## config.mk

```make
export PLATFORM = sky130hd
export DESIGN_NAME = lav_rows
export DESIGN_NICKNAME = d
export VERILOG_FILES = /design/src/rtl/core/lav_pkg.sv /design/src/rtl/core/lav_rows.sv
export SDC_FILE = /design/constraint.sdc
export NUM_CORES = 1
export LEC_CHECK = 0
export BUFFER_PORTS_ARGS = -buffer_cell sky130_fd_sc_hd__buf_2
export CAP_MARGIN = 25
export CORE_AREA = 2 2 201 203
export DETAILED_ROUTE_END_ITERATION = 6
export DIE_AREA = 0 0 203 205
export PLACE_DENSITY = 0.85
export SLEW_MARGIN = 20
export SYNTH_ARGS = -nofsm -noshare
export SYNTH_HDL_FRONTEND = slang
export SYNTH_SLANG_ARGS = --single-unit
```

## constraint.sdc

```tcl
create_clock -name clock -period 2.15 [get_ports clock]
set_clock_uncertainty 0.1 [all_clocks]
set_input_delay 0.43 -clock clock [delete_from_list [all_inputs] [get_ports clock]]
set_output_delay 0.43 -clock clock [all_outputs]
set_load 0.01 [all_outputs]
```

## src/rtl/core/lav_pkg.sv

```systemverilog
// Shared types and constants of the look-at view matrix pipeline.
// Depends on nothing; imported by every module of the block.
`default_nettype none

package lav_pkg;

   localparam int FRAC_BITS   = 16;
   localparam int UNIT_W      = FRAC_BITS + 2;      // unit axis component, signed
   localparam int QUOT_W      = FRAC_BITS + 1;      // normalize quotient magnitude
   localparam int NORM_W      = FRAC_BITS + 35;     // normalize input, signed
   localparam int NUM_W       = FRAC_BITS + 32;     // divider numerator
   localparam int AXY_W       = FRAC_BITS + 3;      // y axis component, signed
   localparam int UPZ_W       = UNIT_W + 32;        // up * z product
   localparam int PY_W        = 2 * UNIT_W;         // z * x product
   localparam int EY_W        = PY_W + 1;           // z cross x, full precision
   localparam int DP_W        = AXY_W + 32;         // axis * eye product
   localparam int DOT_W       = FRAC_BITS + 37;     // dot with eye
   localparam int RND_W       = DOT_W - FRAC_BITS + 1;
   localparam int GRP_BITS    = 8;
   localparam int GROUPS      = (NORM_W + GRP_BITS - 1) / GRP_BITS;
   localparam int TOP_W       = $clog2(NORM_W);
   localparam int SQRT_STAGES = 32;
   localparam int NORM_LAT    = SQRT_STAGES + QUOT_W + 8;
   localparam int GAP_CYCLES  = 4;
   localparam int GAP_W       = $clog2(GAP_CYCLES);

   localparam logic [31:0] ONE_Q   = 32'(1) << FRAC_BITS;
   localparam logic [31:0] SAT_MAX = 32'h7fff_ffff;
   localparam logic [31:0] SAT_MIN = 32'h8000_0000;

   typedef logic signed [NORM_W-1:0] nvec_type;
   typedef logic signed [UNIT_W-1:0] unit_type;

   typedef struct packed {
      logic signed [31:0] eye_x;
      logic signed [31:0] eye_y;
      logic signed [31:0] eye_z;
      logic signed [31:0] target_x;
      logic signed [31:0] target_y;
      logic signed [31:0] target_z;
      logic signed [31:0] up_x;
      logic signed [31:0] up_y;
      logic signed [31:0] up_z;
   } req_type;

   typedef struct packed {
      logic [1:0]         row_index;
      logic signed [31:0] col0;
      logic signed [31:0] col1;
      logic signed [31:0] col2;
      logic signed [31:0] col3;
      logic               degenerate;
      logic               last_row;
   } rsp_type;

   typedef struct packed {
      logic signed [31:0] col0;
      logic signed [31:0] col1;
      logic signed [31:0] col2;
      logic signed [31:0] col3;
   } row_type;

   typedef struct packed {
      logic valid;
      logic degenerate;
   } mat_ctl_type;

endpackage

`default_nettype wire

```

## src/rtl/core/lav_rows.sv

```systemverilog
// Row sequencer: holds a finished matrix and drives one row per cycle.
// Depends on lav_pkg.
`default_nettype none

module lav_rows
   import lav_pkg::*;
(
   input  logic        clock,
   input  logic        reset,
   input  mat_ctl_type mat_ctl,
   input  row_type     mat_row [3],
   output logic        rsp_strobe,
   output rsp_type     rsp_data
);

   row_type    hold_ff [3];
   logic       degen_ff;
   logic [1:0] cnt_ff;
   logic       run_ff;
   logic       strobe_ff;
   rsp_type    rsp_ff, rsp_in;
   row_type    cur;

   always_comb begin
      if (mat_ctl.valid) begin
         cur = mat_row[0];
      end else if (cnt_ff == 2'd3) begin
         cur = '{col0: '0, col1: '0, col2: '0, col3: ONE_Q};
      end else begin
         cur = hold_ff[cnt_ff];
      end
      rsp_in.row_index  = mat_ctl.valid ? 2'd0 : cnt_ff;
      rsp_in.col0       = cur.col0;
      rsp_in.col1       = cur.col1;
      rsp_in.col2       = cur.col2;
      rsp_in.col3       = cur.col3;
      rsp_in.degenerate = mat_ctl.valid ? mat_ctl.degenerate : degen_ff;
      rsp_in.last_row   = !mat_ctl.valid && (cnt_ff == 2'd3);
   end

   always_ff @(posedge clock) begin
      if (reset) begin
         run_ff    <= 1'b0;
         cnt_ff    <= '0;
         strobe_ff <= 1'b0;
      end else if (mat_ctl.valid) begin
         run_ff    <= 1'b1;
         cnt_ff    <= 2'd1;
         strobe_ff <= 1'b1;
      end else if (run_ff) begin
         run_ff    <= (cnt_ff != 2'd3);
         cnt_ff    <= cnt_ff + 2'd1;
         strobe_ff <= 1'b1;
      end else begin
         strobe_ff <= 1'b0;
      end
   end

   always_ff @(posedge clock) begin
      if (mat_ctl.valid) begin
         hold_ff  <= mat_row;
         degen_ff <= mat_ctl.degenerate;
      end
      rsp_ff <= rsp_in;
   end

   assign rsp_strobe = strobe_ff;
   assign rsp_data   = rsp_ff;

endmodule

`default_nettype wire

```

## Yosys cells after proc, flatten, opt, wreduce, memory -nomap -nowiden

Index checks and enable logic that the tools add are counted.

| cells by class | value |
|---|---|
| add/sub/neg operators | 1 |
| magnitude comparators | 1 |
| equality and inequality tests | 2 |
| multiplexer cells | 11 |
| bitwise operators | 1 |
| reduce and logical (&&, ||, !) cells | 4 |

Operator list:

| kind | count |
|---|---|
| $mux W128 | 4 |
| $bmux W128 S2 | 1 |
| $mux W1 | 6 |
| $ge A3 B3 Y1 const B | 1 |
| $not A2 Y3 | 1 |
| $add A2 B1 Y2 const B | 1 |
| $eq A2 B2 Y1 const B | 1 |
| $ne A2 B2 Y1 const B | 1 |
| $reduce_bool A2 Y1 | 1 |
| $reduce_or A2 Y1 | 1 |
| $logic_and A1 B1 Y1 | 1 |
| $logic_not A1 Y1 | 1 |

| word-level totals | value |
|---|---|
| register bits | 520 |
| bits of input ports | 388 |
| output and inout bits | 133 |

## Longest topological paths before layout

Gate-level depths: netlist of run 1.

| depth | value |
|---|---|
| word-level depth | 6 |
| mapped depth | 8 |
| gate-level depth less buffers | 4 |

## Worst setup path before layout of run 1

No wires, ideal clock.

| timing path | value |
|---|---|
| path kind | reg-to-reg |
| start | register cnt_ff[1] |
| end | register rsp_ff (netlist bit rsp_data[10]) |
| library setup time | 0.117 ns |
| arrival time | 1.410 ns |
| required time | 1.933 ns |
| path slack | 0.523 ns |
| stages on the path, launching flop included | 8 |
| path buffers | 5 |
| cell sequence | dfxtp_1 buf_6 buf_6 buf_6 buf_6 buf_6 a211o_1 a32o_1 |

RTL lines:

| element | line | source |
|---|---|---|
| from (decl) | lav_rows.sv:18 | `logic [1:0] cnt_ff;` |
| from (signal assigned) | lav_rows.sv:52 | `cnt_ff <= cnt_ff + 2'd1;` |
| to (signal assigned) | lav_rows.sv:64 | `rsp_ff <= rsp_in;` |
| to (decl) | lav_rows.sv:21 | `rsp_type rsp_ff, rsp_in;` |

==> flow_metrics.env, run 1 <==
export IMPL_status="finished, final reports clean"
export IMPL_layout_drive_gt1_share=0.293
export IMPL_drt_total_wl_um=63200
export IMPL_ys_ff_latch=520
export IMPL_grt_use_met1=0.340
export IMPL_cp_end_kind="register"
export IMPL_synthCells=1275
export IMPL_cts_sinks=520
export IMPL_io_buffers=520
export IMPL_grt_pass1_vias=16225
export IMPL_critPathMaxFanout=45
export IMPL_num_io_pins=521
export IMPL_gp_congestion=0.866
export IMPL_rrSetupSlack_ns=0.33
export IMPL_critical_path_reg2reg_startpoint="cnt_ff[1]"
export IMPL_core_area_sq_um=39400
export IMPL_synth_cell_types=20
export IMPL_timing_final_crit_share=0.844
export IMPL_track_usage=0.295
export IMPL_grt_busiest_layer="met2"
export IMPL_synthesis_nets=1664
export IMPL_layout_common_cells="buf_2 (519), dlygate4sd3_1 (386), edfxtp_1 (385), dfxtp_1 (133), nor2b_1 (130)"
export IMPL_r2r_end="rsp_data[124]"
export IMPL_ys_seq_area_frac=0.743
export IMPL_drc=0
export IMPL_clk_pin_slew_ns=0.07
export IMPL_final_seq_area_sq_um=14300
export IMPL_netlist_area_sq_um=19200
export IMPL_synthTopCellsByArea="edfxtp_1 (60%), dfxtp_1 (14%), a32o_1 (6.6%)"
export IMPL_postRouteAntennaNets=0
export IMPL_syn_to_final_growth_pct=46.1
export IMPL_avgRoutedWirePerCell_um=23.0
export IMPL_finalMaxSlewViolations=0
export IMPL_yosys_area_top_type="edfxtp_1"
export IMPL_post_route_min_period_ns=1.82
export IMPL_path_buf_inv=1
export IMPL_overflow=0
export IMPL_nFillCells=2259
export IMPL_holdPathEnd="hold_ff[258]"
export IMPL_min_from="mat_ctl[1]"
export IMPL_startpoint_type="register"
export IMPL_ir_worst_vdd_uv=1370
export IMPL_syn_mean_instance_area_sq_um=15.0
export IMPL_slew_headroom=0.532
export IMPL_pwr_density_cell_nw_per_um2=871
export IMPL_drt_first_pass_iters=6
export IMPL_use_met3=0.0644
export IMPL_vias=15333
export IMPL_grt_antenna_before_repair=4
export IMPL_rsz0062_at_grt="no"
export IMPL_r2r_cells=4
export IMPL_htreeDepth=2
export IMPL_clkLatencyLatePin_ns=0.58
export IMPL_die_area_sq_um=41600
export IMPL_placed_area_sq_um=22400
export IMPL_whs_path_depth=1
export IMPL_die_w_um=203
export IMPL_grt_pass1_wl_um=93300
export IMPL_multiInputGateArea_sq_um=3930
export IMPL_start_util=0.487
export IMPL_grt_max_degree=150
export IMPL_critical_path_arrival_ns=2.17
export IMPL_cellLeakagePower_nw=11.7
export IMPL_critPathTopFamily="compound AO/OA/AOI/OAI gates"
export IMPL_yosysTopAreaCellShare=0.603
export IMPL_final_common_cell="buf_2"
export IMPL_cap_violations=0
export IMPL_worstPathCellList="buf_4, nor2b_1, a211o_1, a32o_1"
export IMPL_slowest_stage="dfxtp_4"
export IMPL_clockRootBuffer="clkbuf_16"
export IMPL_fin_area_sq_um=28000
export IMPL_die_y_um=205
export IMPL_tns_ns=0
export IMPL_clk_path_buf_depth=3
export IMPL_crit_type="reg2reg"
export IMPL_cts_buffers=51
export IMPL_viasPerCell=5.59
export IMPL_hold_viol=0
export IMPL_dp_cells=2258
export IMPL_finalSetupViolCount=0
export IMPL_required_ns=2.50
export IMPL_tritoncts="done"
export IMPL_dp_hpwl_um=31600
export IMPL_rows=73
export IMPL_dr_first_iter_drc_count=1642
export IMPL_cp_slowest_stage_delay_ns=0.44
export IMPL_max_freq_ghz=0.551
export IMPL_hp_class="in2reg"
export IMPL_stdcell_count=2743
export IMPL_finalNetCount=2561
export IMPL_whs_ns=0.153
export IMPL_gr_usage_met2=0.519
export IMPL_worst_slew_pin_slew_ns=0.701
export IMPL_ys_warnings_count=0
## report_power, final
| part | internal [mW] | leakage [nW] | switching [mW] | total [mW] |
|---|---|---|---|---|
| clock | 5.40 | 0.863 | 3.97 | 9.36 |
| combinational | 1.51 | 5.97 | 1.49 | 3.01 |
| sequential | 11.7 | 4.91 | 0.342 | 12.1 |
| total | 18.6 | 11.7 | 5.80 | 24.4 |
## layout make-up
class / count / area share
Sequential cell: 520 / 0.509
Multi-Input combinational cell: 525 / 0.140
Inverter: 128 / 0.0171
Clock inverter: 28 / 0.0100
Tap cell: 525 / 0.0234
Timing Repair Buffer: 946 / 0.248
Antenna cell: 4 / 0.000357
Clock buffer: 67 / 0.0520
## stage by stage
step            util  total power [mW]  setup slack (ns)
2_1_floorplan      -              13.2             0.523
3_3_place_gp   0.570              14.3             0.421
3_5_place_dp   0.570              14.4             0.431
4_1_cts        0.712              24.1             0.370
5_1_grt        0.712              25.1             0.291
6_report       0.712              24.4             0.335
## metal layers
layer	wire, um	share of wire
met4	3220	0.051
met2	32300	0.51
met1	22100	0.35
met5	0	0
met3	5560	0.088
## what timing repair did
action                                  CTS  global route
hold endpoints to repair                508             0
endpoints found under the setup margin    0             0
resized for setup                         0             0
hold buffers                            386             0
setup buffers                             0             0
## cells by family (layout without fill, tap and decap cells)
| logic type | after synthesis | count (layout) | share of synthesized area |
|---|---|---|---|
| DFF | 520 | 520 | 0.743 |
| adders and majority gates | 1 | 1 | 0.000652 |
| and+or+nand+nor | 138 | 138 | 0.0441 |
| xor gates and xnor gates | 1 | 1 | 0.000457 |
| other | 0 | 4 | 0 |
| AOI/OAI and AO/OA | 383 | 383 | 0.158 |
| muxes | 2 | 2 | 0.00104 |
| buffers and inverters | 230 | 1169 | 0.0522 |
## registers in the layout, indices dropped and copies added (netlist names)
signal / flops
cnt_ff: 2
run_ff: 1
rsp_data: 132
hold_ff: 384
rsp_strobe: 1
## worst max path at each step
| stage | to | from | depth (start not counted) | slack [ns] |
|---|---|---|---|---|
| 6_report | rsp_data[124] | cnt_ff[1] | 4 | 0.33 |
| 5_1_grt | rsp_data[117] | cnt_ff[1] | 4 | 0.29 |
| 4_1_cts | rsp_data[113] | rsp_data[113] | 1 | 0.37 |
| 3_5_place_dp | rsp_data[18] | mat_ctl[1] | 5 | 0.43 |
| 3_3_place_gp | rsp_data[18] | mat_ctl[1] | 5 | 0.42 |
| 2_1_floorplan | rsp_data[10] | cnt_ff[1] | 7 | 0.52 |
## synthesized netlist by cell type
master,count
edfxtp_1,385
dfxtp_1,135
nor2b_1,130
inv_1,128
a211o_1,127
a32o_1,127
o21ai_0,127
clkbuf_1,78
buf_6,17
nor2_1,5
buf_2,3
buf_1,2
buf_4,2
mux2i_1,2
nor3_1,2
a21oi_1,1
ha_1,1
nand2_1,1
o221a_2,1
xor2_1,1
No activity file was read; power rests on OpenSTA's default activity.
==> run 2: changes to the inputs <==
--- a/config.mk
+++ b/config.mk
@@ -7,10 +7,10 @@
 export LEC_CHECK = 0
 export BUFFER_PORTS_ARGS = -buffer_cell sky130_fd_sc_hd__buf_2
 export CAP_MARGIN = 25
-export CORE_AREA = 2 2 201 203
+export CORE_ASPECT_RATIO = 1.2
+export CORE_UTILIZATION = 47
 export DETAILED_ROUTE_END_ITERATION = 6
-export DIE_AREA = 0 0 203 205
-export PLACE_DENSITY = 0.85
+export PLACE_DENSITY = 0.86
 export SLEW_MARGIN = 20
 export SYNTH_ARGS = -nofsm -noshare
 export SYNTH_HDL_FRONTEND = slang
==> constraint.sdc (replaced) <==
create_clock -name clock -period 1.6 [get_ports clock]
set_clock_uncertainty 0.1 [all_clocks]
set_input_delay 0.32 -clock clock [delete_from_list [all_inputs] [get_ports clock]]
set_output_delay 0.32 -clock clock [all_outputs]
set_load 0.01 [all_outputs]
==> run 2 against run 1 <==
Against the previous run: the flow now finishes with violations (negative setup slack); first-iteration DRC count up 1.3%; worst setup slack worse by 0.39 ns; core utilization up 1.3 points; clock power up 30%; routed wire length up 10%; total power up 35%; critical path depth unchanged; die area about the same; critical path type unchanged; largest cell class unchanged; largest power group unchanged.
==> flow_metrics.env, run 2 (same netlist as run 1, synthesis figures left out) <==
export IMPL_status="finished with violations"
export IMPL_violations="negative setup slack"
export IMPL_dp_hpwl_um=35100
export IMPL_track_usage=0.326
export IMPL_r2r_cells=4
export IMPL_critPathMaxFanout=17
export IMPL_die_area_sq_um=41600
export IMPL_required_ns=1.97
export IMPL_clk_pin_slew_ns=0.07
export IMPL_rows=80
export IMPL_drt_first_pass_iters=6
export IMPL_start_util=0.479
export IMPL_viasPerCell=5.76
export IMPL_cts_buffers=49
export IMPL_hp_class="in2reg"
export IMPL_layout_drive_gt1_share=0.320
export IMPL_die_w_um=186
export IMPL_core_area_sq_um=40000
export IMPL_worst_slack_ns=-0.0592
export IMPL_num_io_pins=521
export IMPL_p_clk_frac=0.371
export IMPL_syn_to_final_growth_pct=51.3
export IMPL_vias=16315
export IMPL_drc=0
export IMPL_finalSetupViolCount=29
export IMPL_tritoncts="done"
export IMPL_finalNetCount=2641
export IMPL_critPathTopFamily="compound AO/OA/AOI/OAI gates"
export IMPL_whs_path_depth=2
export IMPL_gp_congestion=0.911
export IMPL_die_y_um=223
export IMPL_final_common_cell="buf_2"
export IMPL_rsz0062_at_grt="yes"
export IMPL_startpoint_type="register"
export IMPL_postRouteAntennaNets=0
export IMPL_grt_pass1_vias=17452
export IMPL_top_register="hold_ff"
export IMPL_critical_path_arrival_ns=2.03
export IMPL_drt_total_wl_um=69800
export IMPL_combPwrFrac=0.136
export IMPL_hold_viol=0
export IMPL_clk_path_buf_depth=3
export IMPL_finalMaxSlewViolations=0
export IMPL_sw_frac_of_total=0.243
export IMPL_max_freq_ghz=0.603
export IMPL_io_buffers=520
export IMPL_worst_slew_pin_slew_ns=0.488
export IMPL_dr_first_iter_drc_count=1663
export IMPL_clockRootBuffer="clkbuf_16"
export IMPL_slowest_stage="dfxtp_4"
export IMPL_tns_ns=-0.568
export IMPL_cts_sinks=520
export IMPL_avgRoutedWirePerCell_um=24.6
export IMPL_cp_slowest_stage_delay_ns=0.37
export IMPL_finalPower_mw=32.9
export IMPL_largest_register_ffs=384
export IMPL_clkLatencyLatePin_ns=0.58
export IMPL_crit_type="reg2reg"
export IMPL_p_int_mw=24.9
export IMPL_overflow=0
export IMPL_path_buf_inv=2
export IMPL_cap_violations=0
export IMPL_holdPathEnd="hold_ff[24]"
export IMPL_slew_headroom=0.671
export IMPL_htreeDepth=2
export IMPL_cellLeakagePower_nw=12.3
export IMPL_ir_worst_vdd_uv=949
export IMPL_grt_max_degree=48
export IMPL_rrSetupSlack_ns=-0.06
export IMPL_layout_common_cells="buf_2 (519), dlygate4sd3_1 (387), edfxtp_1 (385), dfxtp_1 (133), inv_1 (128)"
export IMPL_p_seq_frac=0.492
export IMPL_cp_end_kind="register"
export IMPL_worstPathCellList="buf_12, bufbuf_16, a211o_1, a32o_1"
export IMPL_p_switching_mw=7.99
export IMPL_grt_antenna_before_repair=12
export IMPL_grt_pass1_wl_um=102000
export IMPL_min_from="mat_row[24]"
export IMPL_timing_final_crit_share=1.04
export IMPL_critical_path_reg2reg_startpoint="cnt_ff[1]"
export IMPL_pwr_density_cell_nw_per_um2=1130
export IMPL_r2r_end="rsp_data[49]"
export IMPL_post_route_min_period_ns=1.66
-- run 2: cell count changes in the layout (fill, tap and decap cells not counted), sizes merged --
cell,before,now
inv,129,132
buf,560,637
bufbuf,0,1
dlygate4sd3,386,387
diode,4,10
clkbuf,67,69
clkinv,20,13
-- run 2: metal layers --
layer | track usage | vias up | share of wire
li1 | - | 6788 | -
met1 | 0.350 | 7788 | 0.32
met2 | 0.561 | 1317 | 0.50
met3 | 0.0769 | 416 | 0.092
met4 | 0.240 | 6 | 0.079
met5 | 0 | - | 0.00047
-- run 2: worst max path at each step --
stage	start	end	slack (ns)	cells after the start
2_1_floorplan	cnt_ff[1]	rsp_data[10]	-0.02	7
3_3_place_gp	cnt_ff[1]	rsp_data[19]	0.07	5
3_5_place_dp	cnt_ff[1]	rsp_data[53]	0.02	5
4_1_cts	rsp_data[113]	rsp_data[113]	0.002	1
5_1_grt	cnt_ff[1]	rsp_data[96]	-0.08	5
6_report	cnt_ff[1]	rsp_data[49]	-0.06	4
-- run 2: stage by stage --
| stage | util | hold slack (ns) | instances | worst slack, ns | instance area (sq um) |
|---|---|---|---|---|---|
| 3_3_place_gp | 0.580 | 0.396 | 2333 | 0.0654 | 23200 |
| 6_report | 0.725 | 0.339 | 2834 | -0.0592 | 29000 |
| 2_1_floorplan | - | 0.289 | 1275 | -0.0239 | 19200 |
| 4_1_cts | 0.719 | 0.313 | 2812 | 0.00236 | 28800 |
| 5_1_grt | 0.725 | 0.333 | 2833 | -0.0768 | 29000 |
| 3_5_place_dp | 0.580 | 0.398 | 2333 | 0.0164 | 23200 |
-- run 2: timing repair --
action                     in CTS  in global routing
gates resized for setup         1                 22
pin swaps                       0                 14
gates cloned                    1                  3
setup endpoints to repair       1                 68
hold endpoints to repair      521                  0
setup buffers                   0                 10
hold buffers                  388                  0
-- run 2: power by group through the flow --
| stage | combinational [mW] | sequential [mW] | clock (mW) |
|---|---|---|---|
| 6_report | 4.49 | 16.2 | 12.2 |
| 5_1_grt | 4.69 | 16.3 | 12.8 |
| 3_5_place_dp | 3.24 | 16.4 | 0 |
| 3_3_place_gp | 3.09 | 16.3 | 0 |
| 4_1_cts | 4.07 | 16.1 | 12.0 |
| 2_1_floorplan | 1.29 | 16.5 | 0 |
-- run 2: cell type report --
type	instances	area [sq um]
clock buffer	66	1380
timing repair buffer	1028	7990
clock inverter	24	264
antenna	10	25.0
inverter	128	480
sequential	520	14300
fill	2231	11000
multi-input combinational	525	3960
tap	533	667
==> run 3: changes to the inputs <==
--- a/config.mk
+++ b/config.mk
@@ -10,6 +10,7 @@
 export CORE_ASPECT_RATIO = 1.2
 export CORE_UTILIZATION = 47
 export DETAILED_ROUTE_END_ITERATION = 6
+export GPL_TIMING_DRIVEN = 0
 export PLACE_DENSITY = 0.86
 export SLEW_MARGIN = 20
 export SYNTH_ARGS = -nofsm -noshare
==> run 3 against run 2 <==
Against the previous run: the run still ends with negative setup slack left; core utilization is 0.42 points lower; sequential power about the same; sequential share of layout area rose by 0.27 points; critical path depth is 3 higher; combinational power fell by 1%; total power increased by 0.77%; worst setup slack got worse by 0.20 ns; global-route usage increased by 2.1 points; sequential cell count unchanged; maximum frequency is 11% lower; largest power group unchanged.
==> flow_metrics.env, run 3 (same netlist as run 1, synthesis figures left out) <==
export IMPL_drc=0
export IMPL_grt_max_degree=100
export IMPL_rsz0062_at_grt="yes"
export IMPL_violations="negative setup slack"
export IMPL_hp_class="in2reg"
export IMPL_largest_register_ffs=384
export IMPL_avgRoutedWirePerCell_um=26.3
export IMPL_drt_total_wl_um=74800
export IMPL_num_io_pins=521
export IMPL_track_usage=0.346
export IMPL_worstPathCellList="buf_8, buf_12, buf_12, buf_12, buf_12, a211o_1, a32o_1"
export IMPL_viasPerCell=5.86
export IMPL_p_clk_frac=0.377
export IMPL_die_area_sq_um=41600
export IMPL_layout_drive_gt1_share=0.316
export IMPL_dp_slack_ns=-1.59
export IMPL_pwr_density_cell_nw_per_um2=1150
export IMPL_drt_first_pass_iters=6
export IMPL_finalNetCount=2643
export IMPL_startpoint_type="register"
export IMPL_combPwrFrac=0.134
export IMPL_grt_pass1_wl_um=107000
export IMPL_path_buf_inv=5
export IMPL_clkLatencyLatePin_ns=0.58
export IMPL_gr_usage_met2=0.597
export IMPL_vias=16652
export IMPL_sw_frac_of_total=0.246
export IMPL_grt_use_met1=0.376
export IMPL_utilization=0.721
export IMPL_start_util=0.479
export IMPL_status="finished with violations"
export IMPL_grt_antenna_before_repair=14
export IMPL_io_buffers=520
export IMPL_grt_pass1_vias=17818
export IMPL_p_seq_frac=0.489
export IMPL_rows=80
export IMPL_clk_pin_slew_ns=0.07
export IMPL_required_ns=1.96
export IMPL_p_int_mw=25.0
export IMPL_ir_worst_vdd_uv=956
export IMPL_critPathMaxFanout=10
export IMPL_timing_final_crit_share=1.16
export IMPL_dr_first_iter_drc_count=1604
export IMPL_cellLeakagePower_nw=12.2
export IMPL_die_y_um=223
export IMPL_critPathTopFamily="buffers and inverters"
export IMPL_die_w_um=186
export IMPL_cts_buffers=50
export IMPL_cp_slowest_stage_delay_ns=0.34
export IMPL_tritoncts="done"
export IMPL_top_register="hold_ff"
export IMPL_worst_slew_pin_slew_ns=0.638
export IMPL_use_met3=0.0686
export IMPL_critical_path_arrival_ns=2.22
export IMPL_max_freq_ghz=0.537
export IMPL_cp_common_cell="buf_12"
export IMPL_tns_ns=-25.09
export IMPL_overflow=0
export IMPL_cp_end_kind="register"
export IMPL_cap_violations=0
export IMPL_p_switching_mw=8.15
export IMPL_postRouteAntennaNets=0
export IMPL_final_common_cell="buf_2"
export IMPL_clockRootBuffer="clkbuf_16"
export IMPL_clk_path_buf_depth=3
export IMPL_post_route_min_period_ns=1.86
export IMPL_core_area_sq_um=40000
export IMPL_layout_common_cells="buf_2 (522), dlygate4sd3_1 (386), edfxtp_1 (385), dfxtp_1 (134), nor2b_1 (130)"
export IMPL_htreeDepth=2
export IMPL_nFillCells=2291
export IMPL_dp_hpwl_um=39000
export IMPL_syn_to_final_growth_pct=50.4
export IMPL_cts_sinks=520
export IMPL_slowest_stage="dfxtp_2"
export IMPL_worst_slack_ns=-0.262
export IMPL_grt_busiest_layer="met2"
export IMPL_crit_type="reg2reg"
export IMPL_gp_congestion=0.945
export IMPL_finalMaxSlewViolations=0
export IMPL_hold_viol=0
export IMPL_slew_headroom=0.574
export IMPL_finalSetupViolCount=129
==> run 3: changes by cell type in the layout (fill, tap and decap cells not counted), sizes merged <==
cell / before / now
diode: 10 / 15
clkinvlp: 2 / 3
buf: 637 / 568
clkinv: 13 / 9
dlygate4sd3: 387 / 386
clkbuf: 69 / 152
bufinv: 5 / 4
inv: 132 / 129
bufbuf: 1 / 0
==> run 3: per-layer routing <==
metal,part of all wire,wire length [um]
met5,0,0
met4,0.080,5970
met3,0.091,6800
met2,0.50,37500
met1,0.33,24500
==> run 3: power by group through the flow <==
| stage | sequential (mW) | clock [mW] | combinational, mW |
|---|---|---|---|
| finish | 16.2 | 12.5 | 4.44 |
| global route | 16.3 | 13.0 | 4.62 |
| CTS | 16.1 | 12.3 | 4.05 |
| detailed placement | 16.4 | 0 | 3.16 |
| global placement | 16.4 | 0 | 3.01 |
| floorplan | 16.5 | 0 | 1.29 |
==> run 3: per-stage QoR <==
step                      power [mW]  instances  area, sq um  hold WS, ns
after CTS                       32.4       2820        28500       0.0352
after floorplan                 17.7       1275        19200        0.289
after detailed placement        19.5       2333        22600        0.398
final                           33.2       2844        28900       0.0654
after global placement          19.4       2328        22500        0.396
after global routing            33.9       2842        28900       0.0789
==> run 3: layout make-up <==
cell class	count	area [sq um]	share of cell area
diodes	15	37.5	0.00130
plain buffers	100	807	0.0280
clock buffers	77	1500	0.0518
clock inverters	17	203	0.00702
inverters	128	480	0.0166
multi-input cells	525	3960	0.137
flip-flops and latches	520	14300	0.494
well taps	533	667	0.0231
repair buffers	929	6960	0.241
==> run 3: repair_timing <==
item | CTS | global route
cloned | 4 | 6
buffers inserted | 5 | 3
hold buffers | 386 | 0
endpoints found under the hold margin | 517 | 0
setup endpoints to repair | 135 | 153
pin swaps | 3 | 26
gates resized for setup | 105 | 70
==> run 3: worst paths after layout <==
path	start	cells past startpoint	slack, ns	to
worst max-delay path	cnt_ff[1]	7	-0.26	rsp_data[73]
worst min-delay path	mat_ctl[1]	1	0.07	hold_ff[100]
worst max register to register	cnt_ff[1]	7	-0.26	rsp_data[73]
worst min register to register	hold_ff[109]	2	0.50	rsp_data[111]
